==> config.mk <==
export PLATFORM = sky130hd
export DESIGN_NAME = tpsv_mod_pipe
export DESIGN_NICKNAME = d
export VERILOG_FILES = /design/src/rtl/tpsv_pkg.sv /design/src/rtl/tpsv_mod_pipe.sv
export SDC_FILE = /design/constraint.sdc
export NUM_CORES = 2
export LEC_CHECK = 0
export BUFFER_PORTS_ARGS = -buffer_cell sky130_fd_sc_hd__buf_2
export CORE_UTILIZATION = 60
export CTS_CLUSTER_SIZE = 10
export DETAILED_ROUTE_END_ITERATION = 16
export PLACE_DENSITY = 0.76
export SYNTH_ARGS = -nofsm -noshare
export SYNTH_HDL_FRONTEND = slang
export SYNTH_SLANG_ARGS = --single-unit
==> constraint.sdc <==
create_clock -name clk -period 4.5 [get_ports clk]
set_input_delay 0.225 -clock clk [delete_from_list [all_inputs] [get_ports clk]]
set_output_delay 0.225 -clock clk [all_outputs]
set_load 0.02 [all_outputs]
==> src/rtl/tpsv_pkg.sv <==
// shared types and constants of the trapezoid pulse source
// no dependencies
package tpsv_pkg;

  localparam logic [31:0] MIN_EDGE_TICKS = 32'd1;

  localparam logic [2:0] SEG_IDLE = 3'd0;
  localparam logic [2:0] SEG_RISE = 3'd1;
  localparam logic [2:0] SEG_HIGH = 3'd2;
  localparam logic [2:0] SEG_FALL = 3'd3;
  localparam logic [2:0] SEG_LOW  = 3'd4;

  localparam logic [2:0] REG_LOW_LEVEL    = 3'd0;
  localparam logic [2:0] REG_HIGH_LEVEL   = 3'd1;
  localparam logic [2:0] REG_START_DELAY  = 3'd2;
  localparam logic [2:0] REG_RISE_TICKS   = 3'd3;
  localparam logic [2:0] REG_FALL_TICKS   = 3'd4;
  localparam logic [2:0] REG_ON_TICKS     = 3'd5;
  localparam logic [2:0] REG_PERIOD_TICKS = 3'd6;
  localparam logic [2:0] REG_CYCLE_COUNT  = 3'd7;

  // sideband carried through the quotient pipeline
  typedef struct packed {
    logic [2:0]         seg;
    logic signed [15:0] base;
    logic               neg;
  } div_side_t;

endpackage

==> src/rtl/tpsv_mod_pipe.sv <==
// pipelined restoring remainder unit, one quotient bit per stage
// depends on tpsv_pkg
module tpsv_mod_pipe
  import tpsv_pkg::*;
(
  input  logic        clk,
  input  logic        rst,
  input  logic        in_valid,
  input  logic [31:0] dividend,
  input  logic [31:0] divisor,
  input  logic        in_active,
  output logic        out_valid,
  output logic [31:0] remainder,
  output logic        out_active
);

  logic        v   [0:32];
  logic        act [0:32];
  logic [31:0] rem [0:32];
  logic [31:0] dvd [0:32];
  logic [31:0] dsr [0:32];
  logic [31:0] rem_next [1:32];

  always_comb begin
    logic [32:0] trial;
    trial = '0;
    for (int i = 1; i <= 32; i++) begin
      trial = {rem[i-1], dvd[i-1][31]};
      if (trial >= {1'b0, dsr[i-1]}) begin
        rem_next[i] = 32'(trial - {1'b0, dsr[i-1]});
      end else begin
        rem_next[i] = trial[31:0];
      end
    end
  end

  always_ff @(posedge clk) begin
    if (rst) begin
      for (int i = 0; i <= 32; i++) v[i] <= 1'b0;
    end else begin
      v[0] <= in_valid;
      for (int i = 1; i <= 32; i++) v[i] <= v[i-1];
    end
    rem[0] <= '0;
    dvd[0] <= dividend;
    dsr[0] <= divisor;
    act[0] <= in_active;
    for (int i = 1; i <= 32; i++) begin
      rem[i] <= rem_next[i];
      dvd[i] <= {dvd[i-1][30:0], 1'b0};
      dsr[i] <= dsr[i-1];
      act[i] <= act[i-1];
    end
  end

  assign out_valid  = v[32];
  assign remainder  = rem[32];
  assign out_active = act[32];

endmodule

---- Yosys cells after proc, flatten, opt, wreduce, memory -nomap -nowiden ----
Memories as Yosys holds them, arrays and structs flattened.
Cells that the tools add are included.
word-level totals
  memories kept ........................... 5
  logic and storage cells ................. 170
  input port bits ......................... 68
  register bits ........................... 0
  RAM bits ................................ 3234
cells by class
  $lt $le $gt $ge ......................... 32
  add/sub/neg operators ................... 32
  mux-type cells .......................... 68
  bitwise operators ....................... 33
memories
  name  depth  bits a word  read ports  clocked after memory_dff  write ports  line                 source
  dsr   33     32           32          0                         33           tpsv_mod_pipe.sv:21  logic [31:0] dsr [0:32];
  dvd   33     32           32          0                         33           tpsv_mod_pipe.sv:20  logic [31:0] dvd [0:32];
  rem   33     32           33          0                         33           tpsv_mod_pipe.sv:19  logic [31:0] rem [0:32];
  act   33     1            33          0                         33           tpsv_mod_pipe.sv:18  logic act [0:32];
  v     33     1            33          0                         33           tpsv_mod_pipe.sv:17  logic v [0:32];
operator list
  cell                            count
  >= comparator 33 x 32 -> 1 bit  32
  2-to-1 mux 32 bit               32
  subtractor 32 bit               32
  2-to-1 mux 1 bit                36
  OR 1 bit                        33

---- Depth between registers and ports, before layout ----
  depth after elaboration ................. 3
  depth in mapped cells ................... 16
  depth with buffers taken out ............ 15

---- Least setup slack after synthesis ----
No wires, ideal clock.
  path kind ............................... reg2reg
  from .................................... mem dvd[18][31] (netlist: dvd[0][607])
  to ...................................... mem rem[19][30] (netlist: rem[2][126])
  buffers on the path ..................... 0
  path slack .............................. 705 ps
  data required time ...................... 4379 ps
  cell stages (with the launch flop) ...... 16
  period minus slack after synthesis ...... 3795 ps
  arrival time ............................ 3674 ps
  path through ............................ dfxtp_1 > inv_1 > ha_1 > inv_1 > fa_1 > a211o_1 > a2111oi_2 > o21a_2 > o41ai_2 > a221oi_2 > o21ai_2 > a31o_1 > a221o_1 > a311o_1 > xor2_1 > mux2_2
RTL lines
  item                line
  start: declaration  tpsv_mod_pipe.sv:20
  end: declaration    tpsv_mod_pipe.sv:19

==> results.py <==
metrics = {
    "drt": {
        "drt_iter0_drc": 6195,
        "route.vias.total": 86740,
        "post_drt_via_cell_ratio": 5.723,
        "ant_nets": 0,
        "drc": 0,
        "wire_per_inst_um": 19.65,
        "drt-total-wl_mm": 297.9,
        "dr.pass1.iters": 10,
    },
    "logic_synthesis": {
        "yosys_warnings": 0,
        "synth_xor_area_share_pct": 6.516,
        "synthFlopType": "dfxtp_1",
        "synth_edf_count": 0,
        "netlist_top_cells_count": "dfxtp_1, inv_1, a21oi_1, ha_1, nand2_1",
        "synthDistinctLibCells": 96,
        "async_flop_share_pct": 0,
        "synth.area.top_cells": "dfxtp_1, ha_1, a21oi_1, inv_1, xnor2_1",
        "syn_avg_cell_area_um2": 9.518,
        "synthAdderAreaFrac_pct": 11.26,
        "synth-seq-cells": 2642,
        "synth_top_family_by_area": "compound AO/OA/AOI/OAI gates",
        "syn_nets": 13280,
        "synth.most_common_cell": "dfxtp_1",
        "syn_inst": 12190,
        "syn-cell-area_um2": 116000,
        "synth_top_area_cell": "dfxtp_1",
        "synth-simple-area-share_pct": 10.16,
        "synth.area.mux_share_pct": 4.402,
        "synth-compound-area-share_pct": 17.09,
        "netlist.area_leader.share_pct": 45.59,
        "seq_area_frac_synth_pct": 45.59,
    },
    "critical_path": {
        "critPathMaxStageDelay_ps": 450,
        "critical_path.cell_chain": "inv_1 -> ha_1 -> inv_1 -> fa_1 -> a211o_1 -> a2111oi_2 -> o21a_2 -> o41ai_2 -> a221oi_2 -> o21ai_2 -> a31o_1 -> a221o_1 -> a311o_1 -> xor2_1 -> mux2_2",
        "timing.setup.critical_path_class": "reg2reg",
        "cp.required_ps": 5300,
        "cp-start-kind": "register",
        "cp-end-kind": "register",
        "path_max_fanout": 3,
        "slowest_stage": "fa_1",
        "crit_path_end": "rem[2][126]",
        "crit_path_start": "dvd[0][607]",
        "critPathBufInv": 2,
        "regToRegSetupSlack_ps": 280,
        "r2r-start": "dvd[0][607]",
        "cp_top_family": "compound AO/OA/AOI/OAI gates",
        "cp.arrival_ps": 5020,
        "r2r_end": "rem[2][126]",
        "cp.depth": 15,
        "rr_worst_depth": 15,
        "critPathMostFrequentCell": "inv_1",
    },
    "grt": {
        "grt-ovfl-total": 0,
        "grt_usage_pct": 29.79,
        "grt_pass1_vias": 85760,
        "grt_max_degree": 64,
        "antenna_found_initial": 7,
        "grt_pass1_wl_mm": 463.9,
    },
    "timing": {
        "finalMaxSlewViolations": 0,
        "fin_crit_sh_pct": 93.80,
        "rsz0062_at_grt": "false",
        "finalClockSkew_ps": 70.07,
        "slew_headroom_pct": 32.17,
        "hold-worst-slack_ps": 288.2,
        "setup_viol": 0,
        "hold_viol": 0,
        "fin_ws_ps": 279.1,
        "fin_crit_ps": 4221,
        "tns_ps": 0,
        "worst_pin_slew_ps": 1017,
        "fmax_ghz": 0.2369,
    },
    "finish": {
        "area_growth_pct": 11.77,
        "finalNetCount": 13650,
        "fin_util_pct": 67.40,
        "drive_gt1_share_pct": 8.110,
    },
    "hold_path": {
        "min_from": "dvd[0][27]",
        "worstHoldPathType": "reg2reg",
    },
    "clock_tree": {
        "h-tree-depth": 5,
        "cts-resized-gates": 0,
        "cts_made_buffers": 322,
        "cts_sinks": 2642,
        "clock-root-buffer": "clkbuf_16",
        "clock_latency_ps": 950,
        "cts_tree": "done",
        "clk_pin_slew_ps": 50,
        "cts_buffer_depth": 4,
    },
    "die": {
        "dieArea_um2": 195100,
        "die_y_um": 441.7,
        "dieWidth_um": 441.7,
        "core-area_um2": 192400,
        "rows": 161,
        "start_util_pct": 60.30,
        "boundaryPins": 102,
    },
    "place": {
        "hpwl_mm": 228.7,
        "io_buffer_count": 101,
        "pre_cts_ws_ps": 344.2,
        "globalplace.congestion": 0.9877,
    },
    "flow_run": {
        "max-cap-violations": 0,
    },
    "pwr": {
        "vdd_ir_drop_max_mv": 0.3603,
        "powerDensity_nw_per_um2": 503.8,
        "p_leak_nw": 61.29,
    },
    "outcome": {
        "status": "complete, no violations",
    },
}
## what timing repair did
item                                    4_1_cts  5_1_grt
hold buffers                                133        0
buffers inserted                              0        0
endpoints found under the setup margin        0        0
hold endpoints to repair                     98        0
## layout make-up
class                   count  area, um^2
multi-input cells        8018       57580
inverters                1267        4756
well taps                2526        3161
repair buffers            305        2532
flip-flops and latches   2642       52890
clock buffers             384        8621
diodes                      3       7.507
clock inverters            11       112.6
fillers                 15020       62720
## how the worst min path moves through the flow
stage                             to  slack [ps]  depth (start not counted)
after global placement    dvd[0][67]         310                          0
after detailed placement  act[0][20]         310                          0
after CTS                  act[0][7]         290                          0
after floorplan            act[0][0]         250                          0
after global routing       act[0][7]         290                          0
final                     dvd[0][60]         290                          0
## sequential cells by signal, summed over array words and instances, names as in the netlist
signal	cells
v	33
dvd	528
act	33
dsr	1024
rem	1024
## metrics by stage
step / area, um^2 / instances / total power [mW]
after floorplan: 116000 / 12190 / 39.13
after global placement: 119600 / 14630 / 42.82
after detailed placement: 119600 / 14630 / 43.13
after CTS: 129700 / 15150 / 65.57
after global routing: 129700 / 15160 / 68.63
final: 129700 / 15160 / 65.33
## cells in the final DEF, fill, tap and decap left out, types with 33 or more instances in the layout
cell type / netlist / routed
clkbuf_1: 223 / 38
mux2_2: 399 / 399
o31ai_1: 62 / 61
mux2_1: 34 / 34
inv_1: 1267 / 1267
or3_1: 33 / 33
o21bai_1: 146 / 144
nand2_1: 748 / 748
nand4_1: 131 / 131
nand3_1: 183 / 183
a211oi_1: 75 / 75
clkbuf_16: 0 / 330
nor2b_1: 147 / 147
a31oi_1: 94 / 92
xnor2_1: 538 / 538
dlygate4sd3_1: 0 / 133
a21oi_1: 1055 / 1054
xor2_1: 325 / 325
and2_1: 33 / 33
a21o_1: 476 / 476
ha_1: 994 / 994
o21ai_0: 711 / 710
nor2_1: 705 / 705
nand2b_1: 127 / 127
dfxtp_1: 2642 / 2642
buf_4: 1 / 58
o211ai_1: 46 / 46
and3_1: 107 / 107
nor3_1: 105 / 105
nor4_1: 72 / 72
buf_2: 22 / 101
o21a_1: 130 / 130
## per-layer routing
| layer | wire length [um] | track usage (%) | up-vias |
|---|---|---|---|
| li1 | - | - | 42720 |
| met1 | 122200 | 35.36 | 40570 |
| met2 | 143100 | 51.97 | 2601 |
| met3 | 13900 | 3.486 | 846 |
| met4 | 18600 | 17.18 | 2 |
| met5 | 13 | 0 | - |
## power by group
| group | internal, mW | switching (mW) | leakage [nW] | total (mW) |
|---|---|---|---|---|
| sequential | 25.7 | 1.66 | 22.1 | 27.3 |
| combinational | 6.94 | 8.87 | 34.9 | 15.8 |
| clock | 13.3 | 8.89 | 4.28 | 22.2 |
| total | 45.9 | 19.4 | 61.3 | 65.3 |
## kinds of logic after synthesis
logic type | Yosys count
AND/OR/NAND/NOR | 2495
flip-flops | 2642
adder cells (fa/ha/maj) | 1025
XOR/XNOR | 863
buffers and inverters | 1528
AO/OA/AOI/OAI | 3179
multiplexers | 456
## worst reg2reg max path, delay by kind of cell, from the launching register on
family          cells  cell delay, ps
fa+ha+maj           2             620
flops               1             300
compound gates      9            2600
buf+inv             2             160
mux                 1             270
xor+xnor            1             140
No activity file was read; power rests on OpenSTA's default activity.
