===== src/rtl/tpsv_pkg.sv =====
// shared types and constants of the trapezoid pulse source
// no dependencies
package tpsv_pkg;

  localparam logic [31:0] MIN_EDGE_TICKS = 32'd1;

  localparam logic [2:0] SEG_IDLE = 3'd0;
  localparam logic [2:0] SEG_RISE = 3'd1;
  localparam logic [2:0] SEG_HIGH = 3'd2;
  localparam logic [2:0] SEG_FALL = 3'd3;
  localparam logic [2:0] SEG_LOW  = 3'd4;

  localparam logic [2:0] REG_LOW_LEVEL    = 3'd0;
  localparam logic [2:0] REG_HIGH_LEVEL   = 3'd1;
  localparam logic [2:0] REG_START_DELAY  = 3'd2;
  localparam logic [2:0] REG_RISE_TICKS   = 3'd3;
  localparam logic [2:0] REG_FALL_TICKS   = 3'd4;
  localparam logic [2:0] REG_ON_TICKS     = 3'd5;
  localparam logic [2:0] REG_PERIOD_TICKS = 3'd6;
  localparam logic [2:0] REG_CYCLE_COUNT  = 3'd7;

  // sideband carried through the quotient pipeline
  typedef struct packed {
    logic [2:0]         seg;
    logic signed [15:0] base;
    logic               neg;
  } div_side_t;

endpackage


===== src/rtl/tpsv_div_pipe.sv =====
// pipelined restoring divider for the edge interpolation, 16 quotient bits
// depends on tpsv_pkg; quotient must be below 2**16
module tpsv_div_pipe
  import tpsv_pkg::*;
(
  input  logic        clk,
  input  logic        rst,
  input  logic        in_valid,
  input  logic [47:0] dividend,
  input  logic [31:0] divisor,
  input  div_side_t   in_side,
  output logic        out_valid,
  output logic [15:0] quotient,
  output div_side_t   out_side
);

  logic        v    [0:16];
  div_side_t   side [0:16];
  logic [31:0] rem  [0:16];
  logic [15:0] dvd  [0:16];
  logic [31:0] dsr  [0:16];
  logic [15:0] q    [0:16];
  logic [31:0] rem_next [1:16];
  logic        bit_next [1:16];

  always_comb begin
    logic [32:0] trial;
    trial = '0;
    for (int i = 1; i <= 16; i++) begin
      trial = {rem[i-1], dvd[i-1][15]};
      bit_next[i] = (trial >= {1'b0, dsr[i-1]});
      if (bit_next[i]) begin
        rem_next[i] = 32'(trial - {1'b0, dsr[i-1]});
      end else begin
        rem_next[i] = trial[31:0];
      end
    end
  end

  always_ff @(posedge clk) begin
    if (rst) begin
      for (int i = 0; i <= 16; i++) v[i] <= 1'b0;
    end else begin
      v[0] <= in_valid;
      for (int i = 1; i <= 16; i++) v[i] <= v[i-1];
    end
    rem[0]  <= dividend[47:16];
    dvd[0]  <= dividend[15:0];
    dsr[0]  <= divisor;
    q[0]    <= '0;
    side[0] <= in_side;
    for (int i = 1; i <= 16; i++) begin
      rem[i]  <= rem_next[i];
      dvd[i]  <= {dvd[i-1][14:0], 1'b0};
      dsr[i]  <= dsr[i-1];
      q[i]    <= {q[i-1][14:0], bit_next[i]};
      side[i] <= side[i-1];
    end
  end

  assign out_valid = v[16];
  assign quotient  = q[16];
  assign out_side  = side[16];

endmodule


===== config.mk =====
export PLATFORM = sky130hd
export DESIGN_NAME = tpsv_div_pipe
export DESIGN_NICKNAME = d
export VERILOG_FILES = /design/src/rtl/tpsv_pkg.sv /design/src/rtl/tpsv_div_pipe.sv
export SDC_FILE = /design/constraint.sdc
export NUM_CORES = 2
export LEC_CHECK = 0
export ABC_AREA = 0
export BUFFER_PORTS_ARGS = -buffer_cell sky130_fd_sc_hd__buf_2
export CAP_MARGIN = 40
export CORE_MARGIN = 1.5
export CORE_UTILIZATION = 45
export DETAILED_ROUTE_END_ITERATION = 12
export PLACE_DENSITY = 0.7
export SLEW_MARGIN = 15
export SYNTH_ARGS = -nofsm -noshare
export SYNTH_HDL_FRONTEND = slang
export SYNTH_SLANG_ARGS = --single-unit

===== constraint.sdc =====
create_clock -name clk -period 5.25 [get_ports clk]
set_clock_uncertainty 0.15 [all_clocks]
set_input_delay 1.05 -clock clk [delete_from_list [all_inputs] [get_ports clk]]
set_output_delay 1.05 -clock clk [all_outputs]
set_load 0.01 [all_outputs]

=== Yosys cells after proc, flatten, opt, wreduce, memory -nomap -nowiden ===
Memory sizes are Yosys's and may differ from the RTL's.
Index checks and enable logic that the tools add are counted.
W data, S select, Z words.

* Add/sub/neg operators: 16
* Multiply operators: 0
* Divide/modulo/power cells: 0
* Order comparisons: 16
* Eq/ne operators: 0
* Shift operators: 0
* Muxes and demuxes: 36
* Bitwise gates (word level): 17
* Reduce and logical (&&, ||, !) cells: 0

{| class="wikitable"
|+ Operators by type and width
! operator !! count
|-
| $ge A33 B32 Y1 || 16
|-
| $mux W32 || 16
|-
| $sub A32 B32 Y32 || 16
|-
| $mux W1 || 20
|-
| $or A1 B1 Y1 || 17
|}

* Register bits: 0
* Bits in latches: 0
* Memory bits (writable): 1989
* ROM bits: 0
* Input port bits: 103
* Output and inout port bits: 37
* Word-level logic and storage cells: 91
* Memories kept: 6

{| class="wikitable"
|+ Memory list
! memory !! words !! bits a word !! rd ports !! clocked after memory_dff !! write ports !! RTL line !! RTL
|-
| dsr || 17 || 32 || 16 || 0 || 17 || tpsv_div_pipe.sv:21 || <nowiki>logic [31:0] dsr [0:16];</nowiki>
|-
| rem || 17 || 32 || 16 || 0 || 17 || tpsv_div_pipe.sv:19 || <nowiki>logic [31:0] rem [0:16];</nowiki>
|-
| side || 17 || 20 || 17 || 0 || 17 || tpsv_div_pipe.sv:18 || <nowiki>div_side_t side [0:16];</nowiki>
|-
| dvd || 17 || 16 || 16 || 0 || 17 || tpsv_div_pipe.sv:20 || <nowiki>logic [15:0] dvd [0:16];</nowiki>
|-
| q || 17 || 16 || 17 || 0 || 17 || tpsv_div_pipe.sv:22 || <nowiki>logic [15:0] q [0:16];</nowiki>
|-
| v || 17 || 1 || 17 || 0 || 17 || tpsv_div_pipe.sv:17 || <nowiki>logic v [0:16];</nowiki>
|}

=== Logic depth before layout (Yosys ltp) ===
* Word-level depth: 3
* Depth in mapped cells: 15
* Depth with buffers taken out: 13

=== Worst setup path after synthesis ===
No wires, ideal clock.

* Kind: register to register
* Start point: mem dsr[12][1], in the netlist dsr[0][385]
* End point: mem rem[13][25], in the netlist rem[0][441]
* Setup time: 0.121 ns
* Arrival: 3.091 ns
* Data required time: 4.979 ns
* Slack: 1.888 ns
* Cell stages (with the launch flop): 14
* Buffers on the path: 1
* Clock period less this slack: 3.362 ns
* Cell sequence: dfxtp_1 -> inv_1 -> ha_1 -> nor2b_1 -> o31a_1 -> o21ai_0 -> nand2_1 -> a311oi_1 -> o21ai_1 -> a31oi_1 -> o21ai_1 -> a41oi_2 -> buf_2 -> mux2_2

{| class="wikitable"
|+ RTL lines
! item !! RTL line
|-
| from (decl) || tpsv_div_pipe.sv:21
|-
| to (decl) || tpsv_div_pipe.sv:19
|}

==> out/results.tsv <==
stage	metric	value	unit
setup_path	worstSetupPathType	register to register	
timing	hold_viol	0	
outcome	outcome	finished, violations left	
yosys	yosysSeqAreaShare	0.508	
power_and_ir_drop	leakagePower	33.9	nW
clock_tree	cts.sinks	1653	
route	dr_total_vias	44500	
yosys	synth_ff_type	dfxtp_1	
finish	syn_to_final_growth	13.0	%
timing	tightest_slew	970	ps
global_routing	grt_max_degree	64	
floorplan	dieArea	147000	um2
outcome	violations	design-rule violations	
route	drt-total-wl	143000	um
setup_path	crit_slowest_cell	buf_4	
global_routing	antenna_found_initial	3	
setup_path	worst_setup_path_start_kind	register	
floorplan	start_util	0.454	
setup_path	max_stage_delay	540	ps
clock_tree	post_cts_buffers	0	
floorplan	coreArea	144000	um2
power_and_ir_drop	vdd.ir_drop.worst	0.000305	V
setup_path	crit_arrival	4900	ps
timing	fin_crit	4390	ps
power_and_ir_drop	clkPwrFrac	0.238	
finish	utilization	0.513	
setup_path	cp-end-kind	register	
route	drt_first_pass_iters	12	
yosys	synth_edf_count	0	
setup_path	r2r-start	dsr[0][193]	
power_and_ir_drop	sw_frac_of_total	0.367	
global_routing	overflow	0	
yosys	ys_ff_latch	1653	
timing	slew_headroom	0.336	
clock_tree	ctsResizeCount	0	
setup_path	critPathRequiredTime	5770	ps
timing	rsz0062_at_grt	no	
floorplan	die_w	384	um
worst_hold_path	hp-class	register to register	
floorplan	die_h	384	um
clock_tree	cts_tree	yes	
power_and_ir_drop	p_comb_frac	0.426	
floorplan	io_pins	140	
setup_path	cp_top_family	compound AO/OA/AOI/OAI gates	
timing	tns	0	ps
finish	drive_gt1_frac	0.101	
finish	fin_nets	7285	
power_and_ir_drop	total_power	51.2	mW
floorplan	rows	139	
run	drv_cap	0	
finish	fillers	12900	
global_routing	grtUsageTotal	0.192	
clock_tree	holdBufCountCts	0	
setup_path	startpoint	dsr[0][193]	
power_and_ir_drop	switchingPower	18.8	mW
global_routing	grt_pass1_wl	226000	um
route	drtIter0Drc	2253	
timing	setup_violations	0	
timing	fmax	228	MHz
power_and_ir_drop	seq_power_share	0.336	
route	drc	8	
place	place_area	67700	um2
clock_tree	htreeDepth	4	
route	final_antenna_net_count	0	
place	dpl.hpwl	112000	um
place	routabilityCongestion	0.969	
clock_tree	clkTransAtPathRegs	60	ps
setup_path	critPathMaxFanout	63	
yosys	synth_cells	6493	
clock_tree	cts_max_path_buffers	3	
clock_tree	clk_root_buffer_cell	clkbuf_16	
yosys	syn_area	65200	um2
setup_path	cp_num_buf_inv	2	
global_routing	grt_pass1_vias	44900	
route	wire_per_inst	16.5	um
timing	slew_violations	0	
worst_hold_path	hold_start	q[0][98]	
yosys	ys_types	85	
finish	fin_area	73600	um2
clock_tree	cts_made_buffers	171	
yosys	synth_nets	7123	
timing	finalCritPeriodShare	0.836	
power_and_ir_drop	p_per_area	696	nW/um2
route	viasPerCell	5.11	
place	io_buffers	139	
power_and_ir_drop	internal-power	32.4	mW
setup_path	path_cells	inv_1 -> ha_1 -> nor2b_1 -> o31a_1 -> o311ai_2 -> a211oi_1 -> o31ai_2 -> a211oi_2 -> a211o_1 -> a311oi_4 -> buf_4 -> mux2i_1	
yosys	synth_warnings	0	
clock_tree	clock_latency	820	ps
yosys	synth.avg_cell_area	10.0	um2
yosys	async_flop_share	0	
[worst reg2reg max path: cells and delay by family (launching register included)]
family,cells,cell delay [ps]
buffers and inverters,2,620
adder cells (fa/ha/maj),1,300
multiplexers,1,470
AO/OA/AOI/OAI,7,2080
AND/OR/NAND/NOR,1,140
flip-flops,1,490
[routing by layer]
metal | track usage | vias to the layer above | part of all wire
met1 | 0.184 | 20400 | 0.37
met4 | 0.138 | 0 | 0.076
met2 | 0.367 | 930 | 0.52
met5 | 0 | - | 0
li1 | - | 22700 | -
met3 | 0.0320 | 477 | 0.032
[cells by family after synthesis]
kind of cell | after synthesis | share of synthesized area
AO/OA/AOI/OAI | 1634 | 0.158
XOR/XNOR | 400 | 0.0538
adder cells (fa/ha/maj) | 527 | 0.103
buffers and inverters | 813 | 0.0499
flip-flops | 1653 | 0.508
multiplexers | 215 | 0.0368
AND/OR/NAND/NOR | 1251 | 0.0912
[cells in the mapped netlist, types with 11 or more instances]
cell       number  share of area
dfxtp_1      1653           0.51
and4_1         15         0.0020
nand4_1        74         0.0071
xnor2_1       232          0.031
xor2_1        168          0.023
mux2i_1        20         0.0031
o31ai_1        44         0.0051
a31oi_1        71         0.0068
nor4_1         13         0.0012
nand2b_1       59         0.0057
nand3_1       104         0.0080
o211ai_1       21         0.0024
nor2b_1        86         0.0083
a21o_1        253          0.029
a221o_1        11         0.0017
nor3_1         45         0.0035
and3_1         48         0.0046
buf_4          37         0.0043
nand2_1       477          0.027
a21oi_1       441          0.034
nor2_1        248          0.014
ha_1          512          0.098
fa_1           15         0.0046
o21ai_1        16         0.0012
a221oi_1       14         0.0019
o21ai_0       425          0.033
o31a_1         31         0.0042
o21bai_1       58         0.0067
and2_1         25         0.0024
a31o_2         15         0.0020
mux2_2        194          0.034
o21a_1         58         0.0067
a211o_1        14         0.0019
a41oi_1        19         0.0026
inv_1         623          0.036
a2111oi_0      13         0.0017
buf_2          33         0.0025
a211oi_1       37         0.0043
clkbuf_1      109         0.0063
a21boi_0       18         0.0021
[registers in the layout, summed over array words and instances, names as in the netlist]
signal  cells
rem       512
dvd       136
q         136
dsr       512
side      340
v          17
[area by class of cell]
cell class,instances,area (um2),share of cell area
sequential,1653,33100,0.449
multi-input combinational,4027,28900,0.392
clock buffer,238,4830,0.0656
tap,1903,2380,0.0323
inverter,623,2340,0.0318
clock inverter,68,1060,0.0144
timing repair buffer,179,1030,0.0140
antenna,1,2.50,0.0000340
[path summary, 6_finish.rpt]
path,end,cells after the start,slack (ps)
setup / recovery,rem[0][224],12,860
hold / removal,q[0][115],0,140
setup reg to reg,rem[0][224],12,860
hold reg to reg,q[0][115],0,140
[cells in the final DEF (no fill, tap or decap), drive strengths merged, types with 15 or more instances in the layout]
cell / synthesis / layout
o21ai: 442 / 442
clkbuf: 109 / 238
o31ai: 45 / 45
nor3: 45 / 45
o21bai: 58 / 58
o211ai: 21 / 21
nor2: 248 / 248
o21a: 58 / 58
a31oi: 71 / 71
buf: 81 / 178
a21o: 253 / 253
a211oi: 38 / 38
a21oi: 441 / 441
a41oi: 20 / 20
nand4: 74 / 74
nand2: 477 / 477
nand2b: 59 / 59
nand3: 104 / 104
and4: 15 / 15
mux2i: 20 / 20
a31o: 15 / 15
and2: 25 / 25
inv: 623 / 630
and3: 48 / 48
ha: 512 / 512
o31a: 31 / 31
clkinv: 0 / 42
xnor2: 232 / 232
mux2: 195 / 195
fa: 15 / 15
xor2: 168 / 168
dfxtp: 1653 / 1653
nor2b: 86 / 86
a21boi: 18 / 18
[power by group through the flow]
stage               logic (mW)  registers (mW)  clock network (mW)
CTS                       21.7            17.2                12.6
detailed placement        21.6            17.5                   0
floorplan                 17.0            16.7                   0
finish                    21.8            17.2                12.2
global placement          21.2            17.5                   0
global route              24.2            17.5                13.1
[per-stage QoR]
stage               setup WS (ps)  instances  hold WS, ps
floorplan                    1890       6493          160
global placement              899       8381          160
detailed placement            866       8385          162
CTS                           822       8691         93.8
global route                  620       8691          113
finish                        863       8692          140
No activity file was read; power rests on OpenSTA's default activity.
